`src/design/modular_exponentiation_assert.svh`:
```
// assertion macros for the modular exponentiation control module
`ifndef MODULAR_EXPONENTIATION_ASSERT_SVH
`define MODULAR_EXPONENTIATION_ASSERT_SVH

// property checked every clock edge outside reset
`define MODEXP_ASSERT(label, prop, msg) \
   label: assert property (@(posedge clock) disable iff (reset) (prop)) else $error(msg);

// antecedent implies consequent on the following clock edge
`define MODEXP_ASSERT_NEXT(label, ante, cons, msg) \
   label: assert property (@(posedge clock) disable iff (reset) (ante) |=> (cons)) \
      else $error(msg);

`endif

```
`src/design/modexp_pkg.sv`:
```
// types, constants and codes for the modular exponentiation block
`timescale 1ns / 1ps

package modexp_pkg;

   localparam int FIELD_W   = 32;
   localparam int RESULT_W  = 64;
   localparam int HALF_W    = 32;
   localparam int KIND_W    = 2;
   localparam int WIDTH_DEF = 32;

   localparam logic [KIND_W-1:0] KIND_PLAIN = 2'd0;
   localparam logic [KIND_W-1:0] KIND_MOD   = 2'd1;
   localparam logic [KIND_W-1:0] KIND_INV   = 2'd2;

   typedef struct packed {
      logic [KIND_W-1:0]  kind;
      logic [FIELD_W-1:0] base;
      logic [FIELD_W-1:0] exponent;
      logic [FIELD_W-1:0] modulus;
   } req_type;

   typedef struct packed {
      logic [RESULT_W-1:0] result;
      logic                error;
   } rsp_type;

   typedef struct packed {
      logic       load;
      logic       mul_en;
      logic [1:0] mul_idx;
      logic       use_acc;
      logic       reduce;
      logic       write;
      logic       write_acc;
      logic       shift;
      logic       finish;
   } cmd_type;

   typedef struct packed {
      logic bad;
      logic plain;
      logic exp_zero;
      logic exp_lsb;
      logic exp_rest_zero;
   } status_type;

endpackage

```
`src/design/modexp_datapath.sv`:
```
// operand registers, shared multiplier and bit-serial remainder unit
`timescale 1ns / 1ps

module modexp_datapath #(
   parameter int WIDTH = modexp_pkg::WIDTH_DEF
) (
   input  logic                   clock,
   input  modexp_pkg::req_type    req_data,
   input  modexp_pkg::cmd_type    cmd,
   output modexp_pkg::status_type status,
   output modexp_pkg::rsp_type    rsp_data
);
   import modexp_pkg::*;

   logic [KIND_W-1:0]   kind_ff;
   logic [RESULT_W-1:0] acc_ff;
   logic [RESULT_W-1:0] base_ff;
   logic [RESULT_W-1:0] prod_ff;
   logic [RESULT_W-1:0] mul_ff;
   logic [WIDTH-1:0]    exp_ff;
   logic [WIDTH-1:0]    mod_ff;
   logic [WIDTH-1:0]    rem_ff;
   rsp_type             rsp_ff;

   logic [WIDTH-1:0]    load_mod;
   logic [WIDTH-1:0]    load_exp;
   logic [RESULT_W-1:0] a_op;
   logic [HALF_W-1:0]   mul_x;
   logic [HALF_W-1:0]   mul_y;
   logic [RESULT_W-1:0] mul_prod;
   logic [WIDTH:0]      trial;
   logic [WIDTH:0]      diff;
   logic [RESULT_W-1:0] wb_value;
   logic                modular;

   assign load_mod = req_data.modulus[WIDTH-1:0];

   always_comb begin
      if (req_data.kind == KIND_INV) begin
         load_exp = (load_mod >= WIDTH'(2)) ? (load_mod - WIDTH'(2)) : '0;
      end else begin
         load_exp = req_data.exponent[WIDTH-1:0];
      end
   end

   assign a_op = cmd.use_acc ? acc_ff : base_ff;

   always_comb begin
      case (cmd.mul_idx)
         2'd1: begin
            mul_x = a_op[RESULT_W-1:HALF_W];
            mul_y = base_ff[HALF_W-1:0];
         end
         2'd2: begin
            mul_x = a_op[HALF_W-1:0];
            mul_y = base_ff[RESULT_W-1:HALF_W];
         end
         default: begin
            mul_x = a_op[HALF_W-1:0];
            mul_y = base_ff[HALF_W-1:0];
         end
      endcase
   end

   assign mul_prod = mul_x * mul_y;

   // restoring remainder step
   assign trial    = {rem_ff, prod_ff[2*WIDTH-1]};
   assign diff     = trial - {1'b0, mod_ff};

   assign modular  = (kind_ff == KIND_MOD) || (kind_ff == KIND_INV);
   assign wb_value = (kind_ff == KIND_PLAIN) ? prod_ff : RESULT_W'(rem_ff);

   always_ff @(posedge clock) begin
      if (cmd.load) begin
         kind_ff <= req_data.kind;
         acc_ff  <= RESULT_W'(1);
         base_ff <= RESULT_W'(req_data.base[WIDTH-1:0]);
         mod_ff  <= load_mod;
         exp_ff  <= load_exp;
      end
      if (cmd.mul_en) begin
         mul_ff <= mul_prod;
         case (cmd.mul_idx)
            2'd0: ;
            2'd1: prod_ff <= mul_ff;
            default: begin
               prod_ff[RESULT_W-1:HALF_W] <= prod_ff[RESULT_W-1:HALF_W] + mul_ff[HALF_W-1:0];
            end
         endcase
         if (cmd.mul_idx == 2'd3) begin
            rem_ff <= '0;
         end
      end
      if (cmd.reduce) begin
         prod_ff <= prod_ff << 1;
         rem_ff  <= diff[WIDTH] ? trial[WIDTH-1:0] : diff[WIDTH-1:0];
      end
      if (cmd.write) begin
         if (cmd.write_acc) begin
            acc_ff <= wb_value;
         end else begin
            base_ff <= wb_value;
         end
      end
      if (cmd.shift) begin
         exp_ff <= exp_ff >> 1;
      end
      if (cmd.finish) begin
         rsp_ff.result <= status.bad ? '0 : acc_ff;
         rsp_ff.error  <= status.bad;
      end
   end

   assign status.plain         = (kind_ff == KIND_PLAIN);
   assign status.bad           = !status.plain && (!modular || (mod_ff == '0));
   assign status.exp_zero      = (exp_ff == '0);
   assign status.exp_lsb       = exp_ff[0];
   assign status.exp_rest_zero = (exp_ff[WIDTH-1:1] == '0);

   assign rsp_data = rsp_ff;

endmodule

```
`src/design/modexp_control.sv`:
```
// sequencer for square-and-multiply over the shared datapath
`timescale 1ns / 1ps
`include "modular_exponentiation_assert.svh"

module modexp_control #(
   parameter int WIDTH = modexp_pkg::WIDTH_DEF
) (
   input  logic                   clock,
   input  logic                   reset,
   input  logic                   start,
   output logic                   busy,
   input  modexp_pkg::status_type status,
   output modexp_pkg::cmd_type    cmd,
   output logic                   rsp_valid
);
   import modexp_pkg::*;

   localparam int CNT_W = $clog2(2 * WIDTH);

   typedef enum logic [2:0] {
      ST_IDLE,
      ST_BEGIN,
      ST_CHECK,
      ST_MUL,
      ST_RED,
      ST_WRITE,
      ST_FINISH
   } state_type;

   state_type        state_ff, state_in;
   logic [CNT_W-1:0] cnt_ff, cnt_in;
   logic             acc_op_ff, acc_op_in;
   logic             rsp_valid_ff, rsp_valid_in;

   always_comb begin
      state_in     = state_ff;
      cnt_in       = cnt_ff;
      acc_op_in    = acc_op_ff;
      rsp_valid_in = 1'b0;
      cmd          = '0;
      unique case (state_ff)
         ST_IDLE: begin
            cmd.load = start;
            if (start) begin
               state_in = ST_BEGIN;
            end
         end
         ST_BEGIN: begin
            state_in = status.bad ? ST_FINISH : ST_CHECK;
         end
         ST_CHECK: begin
            cnt_in    = '0;
            acc_op_in = status.exp_lsb;
            state_in  = status.exp_zero ? ST_FINISH : ST_MUL;
         end
         ST_MUL: begin
            cmd.mul_en  = 1'b1;
            cmd.mul_idx = cnt_ff[1:0];
            cmd.use_acc = acc_op_ff;
            if (cnt_ff[1:0] == 2'd3) begin
               cnt_in   = '0;
               state_in = status.plain ? ST_WRITE : ST_RED;
            end else begin
               cnt_in = cnt_ff + CNT_W'(1);
            end
         end
         ST_RED: begin
            cmd.reduce = 1'b1;
            if (cnt_ff == CNT_W'(2 * WIDTH - 1)) begin
               cnt_in   = '0;
               state_in = ST_WRITE;
            end else begin
               cnt_in = cnt_ff + CNT_W'(1);
            end
         end
         ST_WRITE: begin
            cmd.write     = 1'b1;
            cmd.write_acc = acc_op_ff;
            if (acc_op_ff) begin
               acc_op_in = 1'b0;
               state_in  = status.exp_rest_zero ? ST_FINISH : ST_MUL;
            end else begin
               cmd.shift = 1'b1;
               state_in  = ST_CHECK;
            end
         end
         ST_FINISH: begin
            cmd.finish   = 1'b1;
            rsp_valid_in = 1'b1;
            state_in     = ST_IDLE;
         end
         default: begin
            state_in = ST_IDLE;
         end
      endcase
   end

   always_ff @(posedge clock) begin
      if (reset) begin
         state_ff     <= ST_IDLE;
         cnt_ff       <= '0;
         acc_op_ff    <= 1'b0;
         rsp_valid_ff <= 1'b0;
      end else begin
         state_ff     <= state_in;
         cnt_ff       <= cnt_in;
         acc_op_ff    <= acc_op_in;
         rsp_valid_ff <= rsp_valid_in;
      end
   end

   assign busy      = (state_ff != ST_IDLE);
   assign rsp_valid = rsp_valid_ff;

   `MODEXP_ASSERT_NEXT(a_rsp_single, rsp_valid_ff, !rsp_valid_ff, "result strobe held")
   `MODEXP_ASSERT_NEXT(a_start_busy, start && !busy, busy, "transfer not taken")
   `MODEXP_ASSERT(a_red_modular, (state_ff != ST_RED) || !status.plain, "reduction in plain kind")
   `MODEXP_ASSERT_NEXT(a_finish_valid, state_ff == ST_FINISH, rsp_valid_ff && !busy,
                       "finish without result")

endmodule

```
`src/design/modular_exponentiation.sv`:
```
// top level of the square-and-multiply modular exponentiation block
//
//  channel   ports                      transfer
//  request   start, busy, req_data      start high while busy low
//  response  rsp_valid, rsp_data        every cycle rsp_valid is high
//
// one request at a time; busy stays high from the transfer until the result strobe
// each multiply is built from partial products on one 32x32 multiplier; each modular
// one adds a bit-serial remainder before its result is written back
// steps are one per set exponent bit plus one squaring per bit below the top set bit,
// and each bit up to the top set bit also passes through the check state
// synchronous reset clears the sequencer only; the receiver cannot stall the result
`timescale 1ns / 1ps

module modular_exponentiation #(
   parameter int WIDTH = modexp_pkg::WIDTH_DEF
) (
   input  logic                clock,
   input  logic                reset,
   input  logic                start,
   output logic                busy,
   input  modexp_pkg::req_type req_data,
   output logic                rsp_valid,
   output modexp_pkg::rsp_type rsp_data
);
   import modexp_pkg::*;

   cmd_type    cmd;
   status_type status;

   modexp_control #(
      .WIDTH (WIDTH)
   ) u_control (
      .clock     (clock),
      .reset     (reset),
      .start     (start),
      .busy      (busy),
      .status    (status),
      .cmd       (cmd),
      .rsp_valid (rsp_valid)
   );

   modexp_datapath #(
      .WIDTH (WIDTH)
   ) u_datapath (
      .clock    (clock),
      .req_data (req_data),
      .cmd      (cmd),
      .status   (status),
      .rsp_data (rsp_data)
   );

endmodule
```
`config.mk`:
```
export PLATFORM = sky130hd
export DESIGN_NAME = modular_exponentiation
export DESIGN_NICKNAME = d
export VERILOG_FILES = /design/src/design/modexp_pkg.sv /design/src/design/modexp_datapath.sv /design/src/design/modexp_control.sv /design/src/design/modular_exponentiation.sv
export VERILOG_INCLUDE_DIRS = /design/src /design/src/design
export SDC_FILE = /design/constraint.sdc
export NUM_CORES = 2
export LEC_CHECK = 0
export BUFFER_PORTS_ARGS = -buffer_cell sky130_fd_sc_hd__buf_2
export CAP_MARGIN = 0
export CORE_ASPECT_RATIO = 2
export CORE_UTILIZATION = 40
export DETAILED_ROUTE_END_ITERATION = 12
export GPL_TIMING_DRIVEN = 1
export PLACE_DENSITY = 0.57
export SLEW_MARGIN = 30
export SYNTH_ARGS = -nofsm -noshare
export SYNTH_HDL_FRONTEND = slang
export SYNTH_HIERARCHICAL = 1
export SYNTH_SLANG_ARGS = --single-unit
```
`constraint.sdc`:
```
create_clock -name clock -period 10.5 [get_ports clock]
set_input_delay 3.15 -clock clock [delete_from_list [all_inputs] [get_ports clock]]
set_output_delay 3.15 -clock clock [all_outputs]
set_load 0.02 [all_outputs]
```
==> summary.txt <==
CTS
  • Clk_lat worst skew: 0.60 ns
  • Root Driver: clkbuf_16
  • Reg clk slew, reported paths: 0.07 ns
  • Total CTS buffers: 37
  • Post-CTS Hold Buffers: 0
  • CTS HTree Levels: 2
  • CTS tree: done
  • CTS Buffer Depth: 3
  • CTS Sinks: 430

Floorplan
  • DIE HEIGHT: approximately 520 µm
  • Core Area: 135000 µm²
  • IO Pins: 168
  • Site row count: 191
  • Chip width: 262.6 µm
  • Initial Util: 0.4025
  • Die area: around 140000 µm²

Timing
  • Rel. slew slack: 0.2623
  • Period utilisation layout: 0.9654
  • Final setup viols: 0
  • Worst slew pin tran: between 1 and 1.5 ns
  • Final clock skew: 0.03153 ns
  • Post-Route Setup TNS: 0 ns
  • Unrepaired setup endpoints after global routing: no
  • Shortest period the worst path allows: 10.14 ns
  • Final hold violations: 0
  • Slew Viols, Final: 0
  • Top achievable clock speed: 98.65 MHz

Route
  • Post-route ant nets: 0
  • Wire length per cell: 31.43 µm
  • DRC viols: 0
  • Router iterations before antenna repair: 8
  • Vias: 44504
  • Routed WL: approximately 240 mm
  • Avg Vias per Cell: 5.746
  • First DRT Iteration DRCs: 3502

Critical path
  • Slowest stage delay, CP: 0.64 ns
  • CP Capture Type: register
  • Crit-path slowest cell: o21a_1
  • CP Launch Type: register
  • Crit Path Class: reg2reg
  • Crit path top cell by count: fa_1
  • Req. time, crit path: around 11 ns
  • Crit Path Max Fanout: 22
  • Critical Path AT: 10.49 ns

Place
  • HPWL after DPL: 196.3 mm
  • Placer congestion estimate: 1.031
  • Port Buf Inserts: 167

Flow run
  • Maxcap violations: 0

Global routing
  • Overall routing resource usage: 0.3549
  • Overflow after GRT: 0
  • Initial antenna violation count: 19
  • Largest net degree at the start of global routing: roughly 130
  • Vias in the first global route: 47242
  • First-pass GRT wire length: 338.4 mm

Synthesis
  • Register area share after synthesis: 0.2116
  • Unique masters post-synth: 85
  • Cells after synthesis: roughly 5900
  • Syn. warnings: 6
  • Syn_area_per_cell: 9.239 µm²
  • Compound-Gate Fraction of Synth Area: 0.09253
  • Top cells by area, synth: fa_1 (33%), edfxtp_1 (16%), ha_1 (7.6%)
  • Most used DFF post-synth: edfxtp_1
  • Commonest cells post-synth: inv_1 (920), fa_1 (898), nand2_1 (769)
  • Post-synthesis cell area: 54350 µm²
  • Xor/xnor share of the synthesized area: 0.02240
  • Top-count cell post-synth: inv_1
  • Syn_nets: 7211
  • Synth Area in Simple Gates: 0.1557
  • Seq cells post-synth: 430
  • Post-synth top area share: 0.3308
  • Mux contribution to synthesized area: 0.02410
  • Largest family of logic cells by synthesized area: adder cells
  • Synth area leader: fa_1
  • Post-synth ARST share: 0
  • Post-Synth Adder-Cell Area: 0.4068
  • Post-synth EDFFs: 289

Final layout
  • Synth-to-Final Area Change: 9.179%
  • Layout cells sized above 1: 0.08989
  • Layout Nets: about 7300
  • Fill count: 13175

Hold path
  • Worst min path class: reg2reg

Status
  • Outcome: finished, final reports clean
[per-stage QoR]
step | hold slack, ns | utilization | worst slack (ns) | std cells | instance area [µm²]
floorplan | 0.4478 | - | 0.9260 | 5882 | 54350
global placement | 0.4882 | 0.4295 | 0.5984 | 7660 | 58000
detailed placement | 0.4877 | 0.4301 | 0.4106 | 7662 | 58080
CTS | 0.4972 | 0.4388 | 0.3941 | 7729 | 59250
global route | 0.5258 | 0.4394 | 0.04217 | 7741 | 59320
finish | 0.5018 | 0.4394 | 0.3632 | 7745 | 59330
[registers in the layout, summed over array words and instances (netlist names)]
register and cells:
u_control/acc_op_ff 1, u_datapath/mul_ff 64, u_control/rsp_valid 1, u_datapath/rem_ff 32, u_control/cnt_ff 6, u_datapath/prod_ff 64, u_datapath/acc_ff 64, u_control/state_ff 3
u_datapath/exp_ff 32, u_datapath/mod_ff 32, u_datapath/kind_ff 2, u_datapath/rsp_data 65, u_datapath/base_ff 64
[layout make-up]
type / instances / area (µm²) / share of cell area
Multi-Input combinational cell: 4207 / 38410 / 0.6473
Sequential cell: 430 / 11500 / 0.1938
Inverter: 920 / 3453 / 0.05820
Timing Repair Buffer: 372 / 2603 / 0.04386
Tap cell: 1737 / 2173 / 0.03663
Clock buffer: 55 / 1091 / 0.01839
Clock inverter: 12 / 75.07 / 0.001265
Antenna cell: 12 / 30.03 / 0.0005061
[worst paths after layout]
| path | to | slack, ns | start | depth (start not counted) |
|---|---|---|---|---|
| setup / recovery | u_datapath/mul_ff[60] | 0.36 | u_control/state_ff[1] | 34 |
| hold / removal | u_datapath/prod_ff[0] | 0.50 | u_datapath/prod_ff[0] | 2 |
| setup reg to reg | u_datapath/mul_ff[60] | 0.36 | u_control/state_ff[1] | 34 |
| hold reg to reg | u_datapath/prod_ff[0] | 0.50 | u_datapath/prod_ff[0] | 2 |
[worst max-delay path, delay by kind of cell, from the launching register on]
family,cells,cell delay [ns]
adders and majority gates,9,4.51
and+or+nand+nor,15,3.28
buffers and inverters,7,0.67
DFF,1,0.33
AOI/OAI and AO/OA,3,1.10
[placed cells by master (no fill, tap or decap), types with 40 or more instances in the layout]
cell type,instances
fa_1,898
dfxtp_1,141
ha_1,328
inv_1,920
o21ai_0,225
o21a_1,49
nand2_1,768
mux2i_1,73
nor2_1,667
a21oi_1,175
and2_1,75
buf_4,188
nand3_1,66
xor2_1,56
a21o_1,65
buf_2,167
clkbuf_16,40
nand3b_1,97
nor2b_1,76
a211oi_1,43
edfxtp_1,289
xnor2_1,83
[routing by layer]
metal / up-vias / track usage / part of all wire
li1: 18878 / - / -
met1: 22477 / 0.3095 / 0.29
met2: 2207 / 0.6459 / 0.51
met3: 936 / 0.05961 / 0.061
met4: 6 / 0.4082 / 0.14
met5: - / 0 / 0.00018
[kinds of logic (layout without fill, tap and decap cells)]
| logic type | Yosys count | in the layout |
|---|---|---|
| xor+xnor | 139 | 139 |
| fa+ha+maj | 1228 | 1228 |
| flops | 430 | 430 |
| compound gates | 796 | 796 |
| simple gates | 1916 | 1917 |
| buf+inv | 1246 | 1359 |
| mux | 127 | 127 |
| other cells | 0 | 12 |
[timing repair]
action | CTS | global route
setup endpoints to repair | 0 | 4
buffers inserted | 0 | 3
endpoints found under the hold margin | 0 | 0
resized for setup | 0 | 2
Power is not shown: default switching activity piles up to over one toggle a cycle in this logic, so the estimate is an artifact.
